### src/mfhf_pkg.sv
package mfhf_pkg;

  // byte_role codes
  localparam logic [1:0] ROLE_TYPE    = 2'd0;
  localparam logic [1:0] ROLE_LEN     = 2'd1;
  localparam logic [1:0] ROLE_BODY    = 2'd2;
  localparam logic [1:0] ROLE_IGNORED = 2'd3;

  // status codes
  localparam logic [2:0] ST_BUSY    = 3'd0;
  localparam logic [2:0] ST_KNOWN   = 3'd1;
  localparam logic [2:0] ST_UNKNOWN = 3'd2;
  localparam logic [2:0] ST_STATS   = 3'd3;
  localparam logic [2:0] ST_CLOSED  = 3'd4;

  // MQTT packet types classed as known
  localparam logic [3:0] PT_CONNECT     = 4'd1;
  localparam logic [3:0] PT_PUBLISH     = 4'd3;
  localparam logic [3:0] PT_SUBSCRIBE   = 4'd8;
  localparam logic [3:0] PT_UNSUBSCRIBE = 4'd10;
  localparam logic [3:0] PT_PINGREQ     = 4'd12;
  localparam logic [3:0] PT_DISCONNECT  = 4'd14;

  // register map: word index decoded from paddr[2]
  localparam logic REG_MAX_FRAME = 1'b0;
  localparam logic [15:0] MAX_FRAME_RESET = 16'd2048;

  localparam logic [28:0] HEADER_SLACK = 29'd5;
  localparam logic [7:0]  STATS_FIRST  = 8'h73;  // 's'
  localparam logic [7:0]  STATS_SECOND = 8'h74;  // 't'

  typedef struct packed {
    logic [7:0]  byte_value;
    logic [1:0]  byte_role;
    logic [3:0]  packet_type;
    logic [27:0] remaining_length;
    logic        frame_end;
    logic [2:0]  status;
  } result_t;

endpackage

### src/mfhf_ifs.sv
interface mfhf_byte_if;
  logic       valid;
  logic       ready;
  logic [7:0] data_byte;
  modport source (output valid, output data_byte, input ready);
  modport sink   (input valid, input data_byte, output ready);
endinterface

interface mfhf_result_if;
  logic        valid;
  logic        ready;
  logic [7:0]  byte_value;
  logic [1:0]  byte_role;
  logic [3:0]  packet_type;
  logic [27:0] remaining_length;
  logic        frame_end;
  logic [2:0]  status;
  modport source (output valid, output byte_value, output byte_role, output packet_type,
                  output remaining_length, output frame_end, output status, input ready);
  modport sink   (input valid, input byte_value, input byte_role, input packet_type,
                  input remaining_length, input frame_end, input status, output ready);
endinterface

### src/mfhf_cfg.sv
module mfhf_cfg (
  input  logic        clk,
  input  logic        rst,
  input  logic        psel,
  input  logic        penable,
  input  logic        pwrite,
  input  logic [2:0]  paddr,
  input  logic [31:0] pwdata,
  output logic [31:0] prdata,
  output logic        pready,
  output logic [15:0] max_frame_bytes
);

  logic wr_en;

  assign pready = 1'b1;
  assign wr_en  = psel & penable & pwrite & pready & (paddr[2] == mfhf_pkg::REG_MAX_FRAME);

  always_ff @(posedge clk) begin
    if (rst) begin
      max_frame_bytes <= mfhf_pkg::MAX_FRAME_RESET;
    end else if (wr_en) begin
      max_frame_bytes <= pwdata[15:0];
    end
  end

  always_comb begin
    if (paddr[2] == mfhf_pkg::REG_MAX_FRAME) begin
      prdata = {16'd0, max_frame_bytes};
    end else begin
      prdata = 32'd0;
    end
  end

endmodule

### src/mfhf_core.sv
module mfhf_core (
  input  logic                  clk,
  input  logic                  rst,
  input  logic                  adv,
  input  logic [7:0]            data_byte,
  input  logic [15:0]           max_frame_bytes,
  output mfhf_pkg::result_t     res
);

  typedef enum logic [2:0] {
    PH_TYPE,
    PH_LEN_FIRST,
    PH_LEN_MORE,
    PH_BODY,
    PH_CLOSED
  } phase_t;

  phase_t      phase, phase_next;
  logic [7:0]  first_byte, first_byte_next;
  logic [27:0] len_acc, len_acc_next;
  logic [1:0]  len_idx, len_idx_next;
  logic [27:0] body_rem, body_rem_next;

  logic [27:0] acc_c;
  logic [1:0]  idx_c;
  logic        do_len;
  logic [27:0] group_shifted;
  logic [27:0] rem_dec;
  logic        oversize;

  function automatic logic [2:0] class_of(input logic [3:0] ptype);
    logic [2:0] st;
    case (ptype)
      mfhf_pkg::PT_CONNECT, mfhf_pkg::PT_PUBLISH, mfhf_pkg::PT_SUBSCRIBE,
      mfhf_pkg::PT_UNSUBSCRIBE, mfhf_pkg::PT_PINGREQ, mfhf_pkg::PT_DISCONNECT:
        st = mfhf_pkg::ST_KNOWN;
      default:
        st = mfhf_pkg::ST_UNKNOWN;
    endcase
    return st;
  endfunction

  // 7-bit group placed at its weight for the incoming length byte
  always_comb begin
    case (len_idx + 2'd1)
      2'd1:    group_shifted = {14'd0, data_byte[6:0], 7'd0};
      2'd2:    group_shifted = {7'd0, data_byte[6:0], 14'd0};
      2'd3:    group_shifted = {data_byte[6:0], 21'd0};
      default: group_shifted = {21'd0, data_byte[6:0]};
    endcase
  end

  assign rem_dec = (body_rem != 28'd0) ? body_rem - 28'd1 : body_rem;

  always_comb begin
    phase_next      = phase;
    first_byte_next = first_byte;
    len_acc_next    = len_acc;
    len_idx_next    = len_idx;
    body_rem_next   = body_rem;
    acc_c           = len_acc;
    idx_c           = len_idx;
    do_len          = 1'b0;
    oversize        = 1'b0;

    res.byte_value       = data_byte;
    res.byte_role        = mfhf_pkg::ROLE_IGNORED;
    res.packet_type      = 4'd0;
    res.remaining_length = 28'd0;
    res.frame_end        = 1'b0;
    res.status           = mfhf_pkg::ST_BUSY;

    case (phase)
      PH_TYPE: begin
        first_byte_next = data_byte;
        len_acc_next    = 28'd0;
        len_idx_next    = 2'd0;
        body_rem_next   = 28'd0;
        phase_next      = PH_LEN_FIRST;
        res.byte_role   = mfhf_pkg::ROLE_TYPE;
        res.packet_type = data_byte[7:4];
      end
      PH_LEN_FIRST: begin
        res.packet_type = first_byte[7:4];
        if (first_byte == mfhf_pkg::STATS_FIRST && data_byte == mfhf_pkg::STATS_SECOND) begin
          res.byte_role = mfhf_pkg::ROLE_BODY;
          res.frame_end = 1'b1;
          res.status    = mfhf_pkg::ST_STATS;
          phase_next    = PH_TYPE;
        end else begin
          res.byte_role = mfhf_pkg::ROLE_LEN;
          acc_c         = {21'd0, data_byte[6:0]};
          idx_c         = 2'd0;
          do_len        = 1'b1;
        end
      end
      PH_LEN_MORE: begin
        res.packet_type = first_byte[7:4];
        res.byte_role   = mfhf_pkg::ROLE_LEN;
        if (len_idx == 2'd3) begin
          // fifth length byte
          phase_next           = PH_CLOSED;
          res.frame_end        = 1'b1;
          res.status           = mfhf_pkg::ST_CLOSED;
          res.remaining_length = len_acc;
        end else begin
          idx_c  = len_idx + 2'd1;
          acc_c  = len_acc + group_shifted;
          do_len = 1'b1;
        end
      end
      PH_BODY: begin
        res.packet_type      = first_byte[7:4];
        res.byte_role        = mfhf_pkg::ROLE_BODY;
        res.remaining_length = len_acc;
        body_rem_next        = rem_dec;
        if (rem_dec == 28'd0) begin
          res.frame_end = 1'b1;
          res.status    = class_of(first_byte[7:4]);
          phase_next    = PH_TYPE;
        end
      end
      default: begin
        phase_next = PH_CLOSED;
      end
    endcase

    // common tail of every length byte: oversize check, then route
    if (do_len) begin
      len_acc_next         = acc_c;
      len_idx_next         = idx_c;
      res.remaining_length = acc_c;
      oversize = ({1'b0, acc_c} + mfhf_pkg::HEADER_SLACK) > {13'd0, max_frame_bytes};
      if (oversize) begin
        phase_next    = PH_CLOSED;
        res.frame_end = 1'b1;
        res.status    = mfhf_pkg::ST_CLOSED;
      end else if (data_byte[7]) begin
        phase_next = PH_LEN_MORE;
      end else if (acc_c == 28'd0) begin
        phase_next    = PH_TYPE;
        res.frame_end = 1'b1;
        res.status    = class_of(first_byte[7:4]);
      end else begin
        body_rem_next = acc_c;
        phase_next    = PH_BODY;
      end
    end
  end

  always_ff @(posedge clk) begin
    if (rst) begin
      phase      <= PH_TYPE;
      first_byte <= 8'd0;
      len_acc    <= 28'd0;
      len_idx    <= 2'd0;
      body_rem   <= 28'd0;
    end else if (adv) begin
      phase      <= phase_next;
      first_byte <= first_byte_next;
      len_acc    <= len_acc_next;
      len_idx    <= len_idx_next;
      body_rem   <= body_rem_next;
    end
  end

  // a closing result leaves the framer closed
  a_close_sticks: assert property (@(posedge clk) disable iff (rst)
    adv && res.status == mfhf_pkg::ST_CLOSED |=> phase == PH_CLOSED)
    else $error("closing result did not close the framer");

  // once closed, every later byte is ignored
  a_closed_ignores: assert property (@(posedge clk) disable iff (rst)
    phase == PH_CLOSED |-> res.byte_role == mfhf_pkg::ROLE_IGNORED && !res.frame_end)
    else $error("byte classified after close");

  // body is only entered with a nonzero byte count
  a_body_count: assert property (@(posedge clk) disable iff (rst)
    adv && phase != PH_BODY && phase_next == PH_BODY |=> body_rem != 28'd0)
    else $error("body entered with zero count");

endmodule

### src/mqtt_fixed_header_framer.sv
// MQTT fixed-header framer. Accepts one received byte per transaction on rx
// and returns exactly one result transaction on tx per byte, in order: the
// byte itself, its role (type, length, body, or ignored after close), the
// frame's packet type, the remaining length decoded so far, a frame-end flag
// and a status (known/unknown type, stats request 's''t', or closed).
// Sustained rate is one byte per clock without tx back-pressure; the
// per-byte decode is a single combinational pass over the framer state. A
// result passes the input register and then the result register before it
// goes valid on tx; both stages stall cleanly under tx back-pressure.
// max_frame_bytes (APB word 0, reset 2048) sets the oversize limit: length
// + 5 above it closes the connection until reset.
// Write it only while no bytes are in flight.
module mqtt_fixed_header_framer (
  input  logic                 clk,
  input  logic                 rst,
  mfhf_byte_if.sink            rx,
  mfhf_result_if.source        tx,
  input  logic                 psel,
  input  logic                 penable,
  input  logic                 pwrite,
  input  logic [2:0]           paddr,
  input  logic [31:0]          pwdata,
  output logic [31:0]          prdata,
  output logic                 pready
);

  logic               s1_valid;
  logic [7:0]         s1_byte;
  logic               out_free;
  logic               s1_adv;
  logic [15:0]        max_frame_bytes;
  mfhf_pkg::result_t  step_res;
  mfhf_pkg::result_t  res_q;

  mfhf_cfg u_cfg (
    .clk             (clk),
    .rst             (rst),
    .psel            (psel),
    .penable         (penable),
    .pwrite          (pwrite),
    .paddr           (paddr),
    .pwdata          (pwdata),
    .prdata          (prdata),
    .pready          (pready),
    .max_frame_bytes (max_frame_bytes)
  );

  // result register can load when empty or being drained this cycle
  assign out_free = !tx.valid || tx.ready;
  assign s1_adv   = s1_valid && out_free;
  assign rx.ready = !s1_valid || out_free;

  // input register
  always_ff @(posedge clk) begin
    if (rst) begin
      s1_valid <= 1'b0;
    end else if (rx.ready) begin
      s1_valid <= rx.valid;
    end
  end

  always_ff @(posedge clk) begin
    if (rx.valid && rx.ready) begin
      s1_byte <= rx.data_byte;
    end
  end

  // framer state and per-byte decode
  mfhf_core u_core (
    .clk             (clk),
    .rst             (rst),
    .adv             (s1_adv),
    .data_byte       (s1_byte),
    .max_frame_bytes (max_frame_bytes),
    .res             (step_res)
  );

  // result register
  always_ff @(posedge clk) begin
    if (rst) begin
      tx.valid <= 1'b0;
    end else if (out_free) begin
      tx.valid <= s1_valid;
    end
  end

  always_ff @(posedge clk) begin
    if (s1_adv) begin
      res_q <= step_res;
    end
  end

  assign tx.byte_value       = res_q.byte_value;
  assign tx.byte_role        = res_q.byte_role;
  assign tx.packet_type      = res_q.packet_type;
  assign tx.remaining_length = res_q.remaining_length;
  assign tx.frame_end        = res_q.frame_end;
  assign tx.status           = res_q.status;

  // every advanced byte shows up as a result next cycle
  a_adv_to_out: assert property (@(posedge clk) disable iff (rst)
    s1_adv |=> tx.valid)
    else $error("decoded byte lost before result register");

  // a stalled result keeps the input stage from advancing
  a_stall_holds: assert property (@(posedge clk) disable iff (rst)
    tx.valid && !tx.ready |-> !s1_adv)
    else $error("input stage advanced over a stalled result");

  // frame end always carries a final status
  a_end_status: assert property (@(posedge clk) disable iff (rst)
    tx.valid && tx.frame_end |-> tx.status != mfhf_pkg::ST_BUSY)
    else $error("frame end without status");

endmodule

### src/flat_wrapper.sv
// flat-port wrapper written by rule: the top's interface ports become plain ports
module mqtt_fixed_header_framer_flat 
  (clk, rst, psel, penable, pwrite, paddr, pwdata, prdata, pready, rx_valid, rx_data_byte, rx_ready, tx_valid, tx_byte_value, tx_byte_role, tx_packet_type, tx_remaining_length, tx_frame_end, tx_status, tx_ready);
  mfhf_byte_if rx_i ();
  mfhf_result_if tx_i ();
  input  logic clk;
  input  logic rst;
  input  logic psel;
  input  logic penable;
  input  logic pwrite;
  input  logic [2:0] paddr;
  input  logic [31:0] pwdata;
  output logic [31:0] prdata;
  output logic pready;
  input wire logic [$bits(rx_i.valid)-1:0] rx_valid;
  input wire logic [$bits(rx_i.data_byte)-1:0] rx_data_byte;
  output wire logic [$bits(rx_i.ready)-1:0] rx_ready;
  output wire logic [$bits(tx_i.valid)-1:0] tx_valid;
  output wire logic [$bits(tx_i.byte_value)-1:0] tx_byte_value;
  output wire logic [$bits(tx_i.byte_role)-1:0] tx_byte_role;
  output wire logic [$bits(tx_i.packet_type)-1:0] tx_packet_type;
  output wire logic [$bits(tx_i.remaining_length)-1:0] tx_remaining_length;
  output wire logic [$bits(tx_i.frame_end)-1:0] tx_frame_end;
  output wire logic [$bits(tx_i.status)-1:0] tx_status;
  input wire logic [$bits(tx_i.ready)-1:0] tx_ready;
  assign rx_i.valid = rx_valid;
  assign rx_i.data_byte = rx_data_byte;
  assign rx_ready = rx_i.ready;
  assign tx_valid = tx_i.valid;
  assign tx_byte_value = tx_i.byte_value;
  assign tx_byte_role = tx_i.byte_role;
  assign tx_packet_type = tx_i.packet_type;
  assign tx_remaining_length = tx_i.remaining_length;
  assign tx_frame_end = tx_i.frame_end;
  assign tx_status = tx_i.status;
  assign tx_i.ready = tx_ready;
  mqtt_fixed_header_framer u_core (.clk(clk), .rst(rst), .rx(rx_i), .tx(tx_i), .psel(psel), .penable(penable), .pwrite(pwrite), .paddr(paddr), .pwdata(pwdata), .prdata(prdata), .pready(pready));
endmodule
### config.mk
export PLATFORM = sky130hd
export DESIGN_NAME = mqtt_fixed_header_framer_flat
export DESIGN_NICKNAME = d
export VERILOG_FILES = /design/src/mfhf_pkg.sv /design/src/mfhf_ifs.sv /design/src/mfhf_cfg.sv /design/src/mfhf_core.sv /design/src/mqtt_fixed_header_framer.sv /design/src/flat_wrapper.sv
export SDC_FILE = /design/constraint.sdc
export NUM_CORES = 1
export LEC_CHECK = 0
export ABC_AREA = 1
export BUFFER_PORTS_ARGS = -buffer_cell sky130_fd_sc_hd__buf_2
export CAP_MARGIN = 0
export CORE_UTILIZATION = 45
export DETAILED_ROUTE_END_ITERATION = 10
export HOLD_SLACK_MARGIN = 0.05
export PLACE_DENSITY_LB_ADDON = 0.08
export RECOVER_POWER = 50
export SETUP_SLACK_MARGIN = 0.5
export SYNTH_ARGS = -nofsm -noshare
export SYNTH_HDL_FRONTEND = slang
export SYNTH_SLANG_ARGS = --single-unit
### constraint.sdc
create_clock -name clk -period 10.9 [get_ports clk]
set_clock_uncertainty 0.1 [all_clocks]
set_input_delay 1.09 -clock clk [delete_from_list [all_inputs] [get_ports clk]]
set_output_delay 1.09 -clock clk [all_outputs]
set_load 0.005 [all_outputs]
==> results of run 1 <==
==> worst min-delay path by stage <==
stage                                                       startpoint                                      endpoint  cells after the start
after global placement          u_core.u_core.len_acc[27]$_SDFFE_PP0P_        u_core.u_core.len_acc[27]$_SDFFE_PP0P_                      2
after CTS                       u_core.u_core.len_acc[27]$_SDFFE_PP0P_        u_core.u_core.len_acc[27]$_SDFFE_PP0P_                      2
after detailed placement        u_core.u_core.len_acc[27]$_SDFFE_PP0P_        u_core.u_core.len_acc[27]$_SDFFE_PP0P_                      2
final                          u_core.u_core.body_rem[27]$_SDFFE_PP0P_       u_core.u_core.body_rem[27]$_SDFFE_PP0P_                      2
after floorplan           u_core.u_cfg.max_frame_bytes[0]$_SDFFE_PP0P_  u_core.u_cfg.max_frame_bytes[0]$_SDFFE_PP0P_                      2
after global routing            u_core.u_core.len_acc[27]$_SDFFE_PP0P_        u_core.u_core.len_acc[27]$_SDFFE_PP0P_                      2
==> placed cells by master, fill, tap and decap left out, types with 51 or more instances in the layout <==
| cell | netlist | routed |
|---|---|---|
| buf_2 | 4 | 67 |
| nor2_1 | 163 | 162 |
| nand3_1 | 168 | 168 |
| o21ai_0 | 64 | 64 |
| ha_1 | 51 | 51 |
| nand2_1 | 506 | 506 |
| edfxtp_1 | 54 | 54 |
| dfxtp_1 | 87 | 87 |
| nand4_1 | 80 | 80 |
| a21oi_1 | 110 | 110 |
| inv_1 | 280 | 281 |
==> critical path, delay by kind of cell, from the launching register on <==
family	cells	cell delay [ps]
adders and majority gates	2	550
buffers and inverters	7	2520
DFF	1	460
AOI/OAI and AO/OA	1	110
and+or+nand+nor	18	3330
xor gates and xnor gates	1	190
==> cell families after synthesis <==
family,count (synthesis),synth area share [%]
and+or+nand+nor,1026,40.20
adders and majority gates,52,5.653
xor gates and xnor gates,28,2.107
AOI/OAI and AO/OA,220,10.19
other,2,0.06451
buffers and inverters,367,12.90
DFF,141,28.89
==> state kept, by name (all words and copies together), names as in the netlist, 4 cells and up <==
register / cells
u_core.u_core.body_rem: 28
u_core.u_core.first_byte: 8
u_core.tx.remaining_length: 28
u_core.tx.packet_type: 4
u_core.u_core.len_acc: 28
u_core.tx.byte_value: 8
u_core.u_cfg.max_frame_bytes: 16
u_core.s1_byte: 8
==> area by class of cell <==
cell class,instances,area (µm²)
inverter,297,1119
tap,330,412.9
clock buffer,17,425.4
timing repair buffer,100,466.7
sequential,141,3363
fill,2657,12470
clock inverter,15,141.4
multi-input combinational,1343,6852
==> report_power, final <==
| group | total [mW] | switching (mW) | internal (mW) | leakage [nW] |
|---|---|---|---|---|
| clock | 0.592 | 0.288 | 0.304 | 0.269 |
| sequential | 0.578 | 0.0135 | 0.565 | 1.23 |
| combinational | 0.251 | 0.177 | 0.0742 | 4.81 |
==> routing by layer <==
metal | routed length, µm | up-vias
li1 | - | 6086
met1 | 16950 | 5522
met2 | 18040 | 341
met3 | 1834 | 54
met4 | 854 | 0
met5 | 0 | -
==> results_dict.tcl, run 1 <==
set metrics [dict create \
    status "finished with violations" \
    violations "capacitance limit, slew limit" \
    criticalPathCategory "reg2reg" \
    die_y_um 162.8 \
    synth_most_common_cell "nand2_1" \
    hold_viol 0 \
    tns_ps 0 \
    cts_made_buffers 17 \
    holdWs_ps 391.1 \
    crit_fanout 47 \
    r2r_slack_ps 3320 \
    place_inst 2211 \
    fin_util_pct 50.60 \
    vias 12000 \
    peakVddDrop_v 0.00009259 \
    grt_usage_pct 28.60 \
    avgSynthCellArea_um2 6.341 \
    worst_pin_slew_ps 3335 \
    netlist_instances 1836 \
    leakage_nw 6.309 \
    drive_above_1_share_pct 8.991 \
    grt_overflow_total 0 \
    yosysSeqAreaShare_pct 28.89 \
    grt_max_degree 63 \
    total_power_mw 1.421 \
    ys_types 50 \
    cts_resized 0 \
    synth_top_area_share_pct 16.32 \
    drc_errors 0 \
    antenna_cells 0 \
    synth-async-reset-ratio_pct 0 \
    io_pins 131 \
    core_um2 25250 \
    holdCritPathClass "reg2reg" \
    regToRegEndpoint "u_core.u_core.body_rem[18]$_SDFFE_PP0P_" \
    wl_um 37680 \
    slowest_delay_ps 1690 \
    final.min_clock_period_ps 7577 \
    grt_pass1_wl_um 58930 \
    setup_ws_ps 3323 \
    synth_top_cell_by_area "nand2_1" \
    placed_area_um2 12260 \
    arrival_ps 7650 \
    power.density_cell_area_nw_per_um2 111.2 \
    drv_slew 189 \
    antenna_found_initial 0 \
    num_rows 58 \
    r2r_cells 29 \
    syn-cell-area_um2 11640 \
    root_buffer "clkbuf_16" \
    worst_path_max_delay_cell "clkbuf_1" \
    clk_latency_ps 450 \
    synth.area.top_cells "nand2_1 16%, dfxtp_1 15%, edfxtp_1 14%" \
    grt_pass1_vias 10830 \
    wire_per_inst_um 16.80 \
    post-place-ws_ps 4582 \
    crit_end "u_core.u_core.body_rem[18]$_SDFFE_PP0P_" \
    rsz0062_at_grt "no" \
    syn2layout_area_growth_pct 9.781 \
    crit_required_ps 10970 \
    via_per_inst 5.351 \
    die_w_um 162.8 \
    fin_area_um2 12780 \
    post-route-period-util_pct 69.51 \
    post_cts_buffers 0 \
    clk_path_buf_depth 2 \
    final_cells 2243 \
    cts.clk_slew.worst_paths_ps 70 \
    drt_iter0_drc 893 \
    startpoint_type "register" \
    synth_commonest_cells "506 x nand2_1, 280 x inv_1, 168 x nand3_1" \
    cp-startpoint "u_core.u_core.phase[1]$_SDFFE_PP0P_" \
    finalNetCount 2002 \
    hpwl_um 28500 \
    ant_nets 0 \
    postCtsHoldBufs 0 \
    firstDrtPassIters 6 \
    use_met2_pct 49.13 \
    htreeDepth 4 \
    fmax_ghz 0.1320 \
    slew_headroom_pct -122.3 \
    worst_setup_path_end_kind "register" \
    start_util_pct 46.10 \
    r2r_start "u_core.u_core.phase[1]$_SDFFE_PP0P_" \
    busiest_layer "met2" \
    die_area_um2 26520 \
    cap_violations 4 \
    ys_seq_elements 141 \
    setup_viol 0 \
    place.gp.congestion 0.9556 \
    yosys_most_used_dff "dfxtp_1" \
    synth_edf_count 54 \
    clkSinkCount 141 \
    cts_tree "built" \
    groute.layer.met3.usage_pct 3.310 \
    io_buffers 95 \
    grt_use_met1_pct 37.26 \
    yosysWarnings 0 \
]
Note: power is estimated with default switching activity, not from simulation.
==> run 2: changes to the inputs <==
Clock period 10.9 ns to 6.9 ns, I/O delays scaled along.
==> run 2 against run 1 <==
Against the previous run:
- the flow still finishes with violations (capacitance limit, slew limit)
- setup slack worse by 2300 ps
- die area unchanged
- combinational power up 58%
- critical path type unchanged
- largest cell class unchanged
- highest routed layer unchanged
==> results_dict.tcl, run 2 (synthesis results as in run 1) <==
set metrics [dict create \
    start_util_pct 46.10 \
    die_w_um 162.8 \
    via_per_inst 5.302 \
    fin_util_pct 50.94 \
    drt_iter0_drc 873 \
    startpoint_type "register" \
    crit_fanout 29 \
    ant_nets 0 \
    post_cts_buffers 0 \
    wire_per_inst_um 16.75 \
    cts_resized 0 \
    drive_above_1_share_pct 8.616 \
    peakVddDrop_v 0.0001610 \
    rsz0062_at_grt "no" \
    p_seq_share_pct 39.0 \
    cts_made_buffers 17 \
    criticalPathCategory "reg2reg" \
    violations "capacitance limit, slew limit" \
    num_rows 58 \
    regToRegEndpoint "u_core.u_core.body_rem[6]$_SDFFE_PP0P_" \
    drv_slew 125 \
    die_area_um2 26520 \
    wl_um 37600 \
    crit_required_ps 7110 \
    slowest_delay_ps 620 \
    power.density_cell_area_nw_per_um2 182.3 \
    postCtsHoldBufs 0 \
    grt_overflow_total 0 \
    arrival_ps 6130 \
    io_buffers 95 \
    tns_ps 0 \
    clk_latency_ps 440 \
    antenna_cells 0 \
    setup_viol 0 \
    clk_path_buf_depth 2 \
    antenna_found_initial 0 \
    combinationalPowerShare_pct 16.9 \
    holdCritPathClass "in2reg" \
    place.gp.congestion 0.9610 \
    firstDrtPassIters 5 \
    grt_usage_pct 28.87 \
    status "finished with violations" \
    worst_path_max_delay_cell "edfxtp_1" \
    syn2layout_area_growth_pct 10.51 \
    hold_viol 0 \
    r2r_start "u_core.s1_byte[1]$_DFFE_PP_" \
    drc_errors 0 \
    path_common_cell "nand2_1" \
    whs_endpoint "u_core.s1_byte[3]$_DFFE_PP_" \
    cts.clk_slew.worst_paths_ps 70 \
    vias 11900 \
    hold_start "rx_data_byte[3]" \
    grt_pass1_wl_um 59220 \
    slew_headroom_pct -122.1 \
    p_int_mw 1.603 \
    r2r_cells 29 \
    p_clk_share_pct 44.1 \
    leakage_nw 6.327 \
    grt_pass1_vias 11120 \
    die_y_um 162.8 \
    clkSinkCount 141 \
    hold_depth 1 \
    cap_violations 2 \
    root_buffer "clkbuf_16" \
    final_common_cell "nand2_1" \
    worst_pin_slew_ps 3332 \
    hpwl_um 28730 \
    grt_max_degree 63 \
    core_um2 25250 \
    r2r_slack_ps 980 \
    cts_tree "built" \
    post-route-period-util_pct 85.79 \
    switching_share_pct 31.63 \
    worst_setup_path_end_kind "register" \
    final.min_clock_period_ps 5919 \
    fmax_ghz 0.1689 \
    finalNetCount 2004 \
    final_cell_mix "506 x nand2_1, 281 x inv_1, 168 x nand3_1" \
    p_sw_uw 741.7 \
    io_pins 131 \
    htreeDepth 4 \
    fillCellCount 2693 \
]
run 2: changes by cell type in the layout (fill, tap and decap cells not counted), sizes merged:
cell	before	now
bufinv	0	3
clkbuf	48	61
buf	69	58
clkinvlp	5	1
inv	302	300
clkinv	5	8
run 2: area by class of cell:
class	count	area, µm²	share of cell area, %
well taps	330	412.9	3.210
inverters	297	1119	8.695
multi-input cells	1343	6847	53.22
flip-flops and latches	141	3363	26.14
clock inverters	15	222.7	1.731
repair buffers	102	475.5	3.696
clock buffers	17	425.4	3.307
run 2: metrics by stage:
step	worst slack (ps)	power [mW]	hold WS (ps)	instance area (µm²)	cells
finish	980.7	2.345	327.1	12860	2245
global route	513.9	2.442	309.7	12860	2245
CTS	998.9	2.363	315.8	12920	2245
detailed placement	1028	1.327	378.5	12280	2213
global placement	1031	1.324	368.1	12280	2213
floorplan	2119	1.210	349.0	11700	1851
run 2: worst max-delay path by stage:
| stage | startpoint | to | slack (ps) | depth (start not counted) |
|---|---|---|---|---|
| floorplan | u_core.u_core.len_idx[0]$_SDFFE_PP0P_ | u_core.u_core.body_rem[27]$_SDFFE_PP0P_ | 2120 | 33 |
| global placement | u_core.u_core.len_idx[0]$_SDFFE_PP0P_ | u_core.tx.status[0]$_DFFE_PP_ | 1030 | 32 |
| detailed placement | u_core.u_core.len_idx[0]$_SDFFE_PP0P_ | u_core.tx.status[0]$_DFFE_PP_ | 1030 | 32 |
| CTS | u_core.u_core.len_idx[0]$_SDFFE_PP0P_ | u_core.tx.status[0]$_DFFE_PP_ | 1000 | 31 |
| global route | u_core.u_core.len_idx[0]$_SDFFE_PP0P_ | u_core.u_core.body_rem[13]$_SDFFE_PP0P_ | 510 | 30 |
| finish | u_core.s1_byte[1]$_DFFE_PP_ | u_core.u_core.body_rem[6]$_SDFFE_PP0P_ | 980 | 29 |
run 2: worst max-delay path, delay by kind of cell, from the launching register on:
| kind | cells | cell delay, ps |
|---|---|---|
| buf+inv | 4 | 420 |
| simple gates | 21 | 3600 |
| compound gates | 1 | 190 |
| xor+xnor | 1 | 180 |
| flops | 1 | 620 |
| fa+ha+maj | 2 | 660 |
run 2: power groups by stage:
stage / combinational, mW / sequential (mW) / clock, mW
floorplan: 0.285 / 0.925 / 0
global placement: 0.392 / 0.932 / 0
detailed placement: 0.394 / 0.932 / 0
CTS: 0.397 / 0.913 / 1.05
global route: 0.442 / 0.916 / 1.08
finish: 0.397 / 0.914 / 1.03
run 2: layer usage:
layer | part of all wire (%) | wire [µm] | global-route usage, %
met1 | 45 | 16810 | 37.53
met5 | 0 | 0 | 0
met2 | 47 | 17550 | 47.85
met4 | 3.7 | 1394 | 11.68
met3 | 4.9 | 1851 | 4.125
==> run 3: changes to the inputs <==
Settings changed: REMOVE_ABC_BUFFERS set to 1, SETUP_SLACK_MARGIN 0.5 to unset.
==> run 3 against run 2 <==
Against the previous run:
- the run still ends with capacitance limit, slew limit left
- largest power group unchanged
- sequential power barely moved
- combinational power barely moved
- critical endpoint is now u_core.u_core.body_rem[27]$_SDFFE_PP0P_
- total power fell by 0.19%
- fmax fell by 4.8%
- routed wire length fell by 1.9%
- sequential cell count did not move
- highest routed layer unchanged
- clock power barely moved
==> results_dict.tcl, run 3 (synthesis results as in run 1) <==
set metrics [dict create \
    status "finished with violations" \
    violations "capacitance limit, slew limit" \
    cts_tree "built" \
    regArea_um2 3363 \
    cts_made_buffers 17 \
    rsz0062_at_grt "no" \
    hold_viol 0 \
    crit_fanout 29 \
    drive_above_1_share_pct 8.764 \
    core_um2 25250 \
    num_rows 58 \
    drt_iter0_drc 809 \
    r2r_start "u_core.u_core.len_idx[0]$_SDFFE_PP0P_" \
    clkSinkCount 141 \
    io_buffers 95 \
    via_per_inst 5.307 \
    whs_endpoint "u_core.s1_byte[3]$_DFFE_PP_" \
    leakage_nw 6.342 \
    clk_latency_ps 440 \
    cts.clk_slew.worst_paths_ps 70 \
    r2r_slack_ps 680 \
    final_cell_mix "506 x nand2_1, 281 x inv_1, 168 x nand3_1" \
    start_util_pct 46.10 \
    cts_resized 0 \
    grt_usage_pct 28.15 \
    tns_ps 0 \
    hold_depth 1 \
    fin_area_um2 12860 \
    syn2layout_area_growth_pct 10.51 \
    vias 11920 \
    final_cells 2247 \
    post_cts_buffers 0 \
    setup_viol 0 \
    die_w_um 162.8 \
    setup_ws_ps 681.8 \
    holdCritPathClass "in2reg" \
    grt_max_degree 63 \
    power.density_cell_area_nw_per_um2 181.9 \
    ant_nets 0 \
    place.gp.congestion 0.9535 \
    firstDrtPassIters 6 \
    drt-met1-wl_um 16180 \
    slew_headroom_pct -118.1 \
    die_area_um2 26520 \
    final.min_clock_period_ps 6218 \
    crit_required_ps 6970 \
    place_inst 2215 \
    worst_setup_path_end_kind "register" \
    antenna_found_initial 0 \
    r2r_cells 27 \
    post-route-period-util_pct 90.12 \
    fillCellCount 2685 \
    top_layer "met4" \
    wl_met2_um 18070 \
    finalNetCount 2006 \
    regToRegEndpoint "u_core.u_core.body_rem[27]$_SDFFE_PP0P_" \
    drv_slew 95 \
    grt_pass1_vias 11060 \
    startpoint_type "register" \
    htreeDepth 4 \
    criticalPathCategory "reg2reg" \
    multi_input_area_um2 6844 \
    arrival_ps 6290 \
    postCtsHoldBufs 0 \
    peakVddDrop_v 0.0001387 \
    met3WireLength_um 1713 \
    io_pins 131 \
    hold_start "rx_data_byte[3]" \
    clk_path_buf_depth 2 \
    grt_pass1_wl_um 58160 \
    post-place-ws_ps 818.7 \
    fin_util_pct 50.94 \
    hpwl_um 27820 \
    root_buffer "clkbuf_16" \
    drc_errors 0 \
    wl_um 36870 \
    worst_pin_slew_ps 3272 \
    grt_overflow_total 0 \
    final_common_cell "nand2_1" \
    cap_violations 2 \
    die_y_um 162.8 \
    fmax_ghz 0.1608 \
    placed_area_um2 12290 \
    wire_per_inst_um 16.41 \
    antenna_cells 0 \
]
-- run 3: per-layer routing --
layer	GRT usage, %	vias up
li1	-	6100
met1	35.42	5412
met2	49.59	358
met3	3.285	54
met4	9.346	0
met5	0	-
-- run 3: power by group --
part	total, mW	switching, mW	leakage [nW]	internal, mW
clock network	1.03	0.441	0.312	0.591
logic	0.397	0.279	4.80	0.118
registers	0.912	0.0197	1.23	0.892
-- run 3: worst max path at each step --
| stage | start | to | cells after the start |
|---|---|---|---|
| after floorplan | tx_ready | u_core.u_core.len_idx[0]$_SDFFE_PP0P_ | 7 |
| after global placement | u_core.u_core.len_idx[0]$_SDFFE_PP0P_ | u_core.u_core.body_rem[14]$_SDFFE_PP0P_ | 30 |
| after detailed placement | u_core.u_core.len_idx[0]$_SDFFE_PP0P_ | u_core.u_core.body_rem[6]$_SDFFE_PP0P_ | 28 |
| after CTS | u_core.u_core.len_idx[0]$_SDFFE_PP0P_ | u_core.u_core.body_rem[15]$_SDFFE_PP0P_ | 28 |
| after global routing | u_core.u_core.len_idx[1]$_SDFFE_PP0P_ | u_core.u_core.body_rem[17]$_SDFFE_PP0P_ | 27 |
| final | u_core.u_core.len_idx[0]$_SDFFE_PP0P_ | u_core.u_core.body_rem[27]$_SDFFE_PP0P_ | 27 |
-- run 3: area by class of cell --
| class | instances | area share [%] |
|---|---|---|
| Clock buffer | 17 | 3.307 |
| Clock inverter | 15 | 1.663 |
| Inverter | 297 | 8.705 |
| Multi-Input combinational cell | 1343 | 53.20 |
| Sequential cell | 141 | 26.14 |
| Tap cell | 330 | 3.210 |
| Timing Repair Buffer | 104 | 3.774 |
-- run 3: critical path: stages (launching register included) --
cell and delay (ps):
dfxtp_1 410, ha_1 760, nor3_1 210, ha_1 430, nand2_1 120, nor2_1 210, inv_1 60, nor2_1 130
nand2_1 90, nand4_1 100, nand3_1 110, nand2_1 340, nand4_1 210, nor2_4 210, nand2_1 80, xor2_1 180
inv_1 70, ha_1 310, nand2_1 50, or4_1 400, nor3_1 160, nand4_1 120, nor2_1 110, nor2_1 90
nor2_4 240, nand3_4 380, nand3_1 190, a21oi_1 80
-- run 3: per-stage QoR --
stage / hold WS (ps) / power, mW
after CTS: 312.8 / 2.355
after global placement: 372.2 / 1.324
final: 322.6 / 2.340
after floorplan: 351.0 / 1.188
after detailed placement: 377.4 / 1.326
after global routing: 314.7 / 2.434
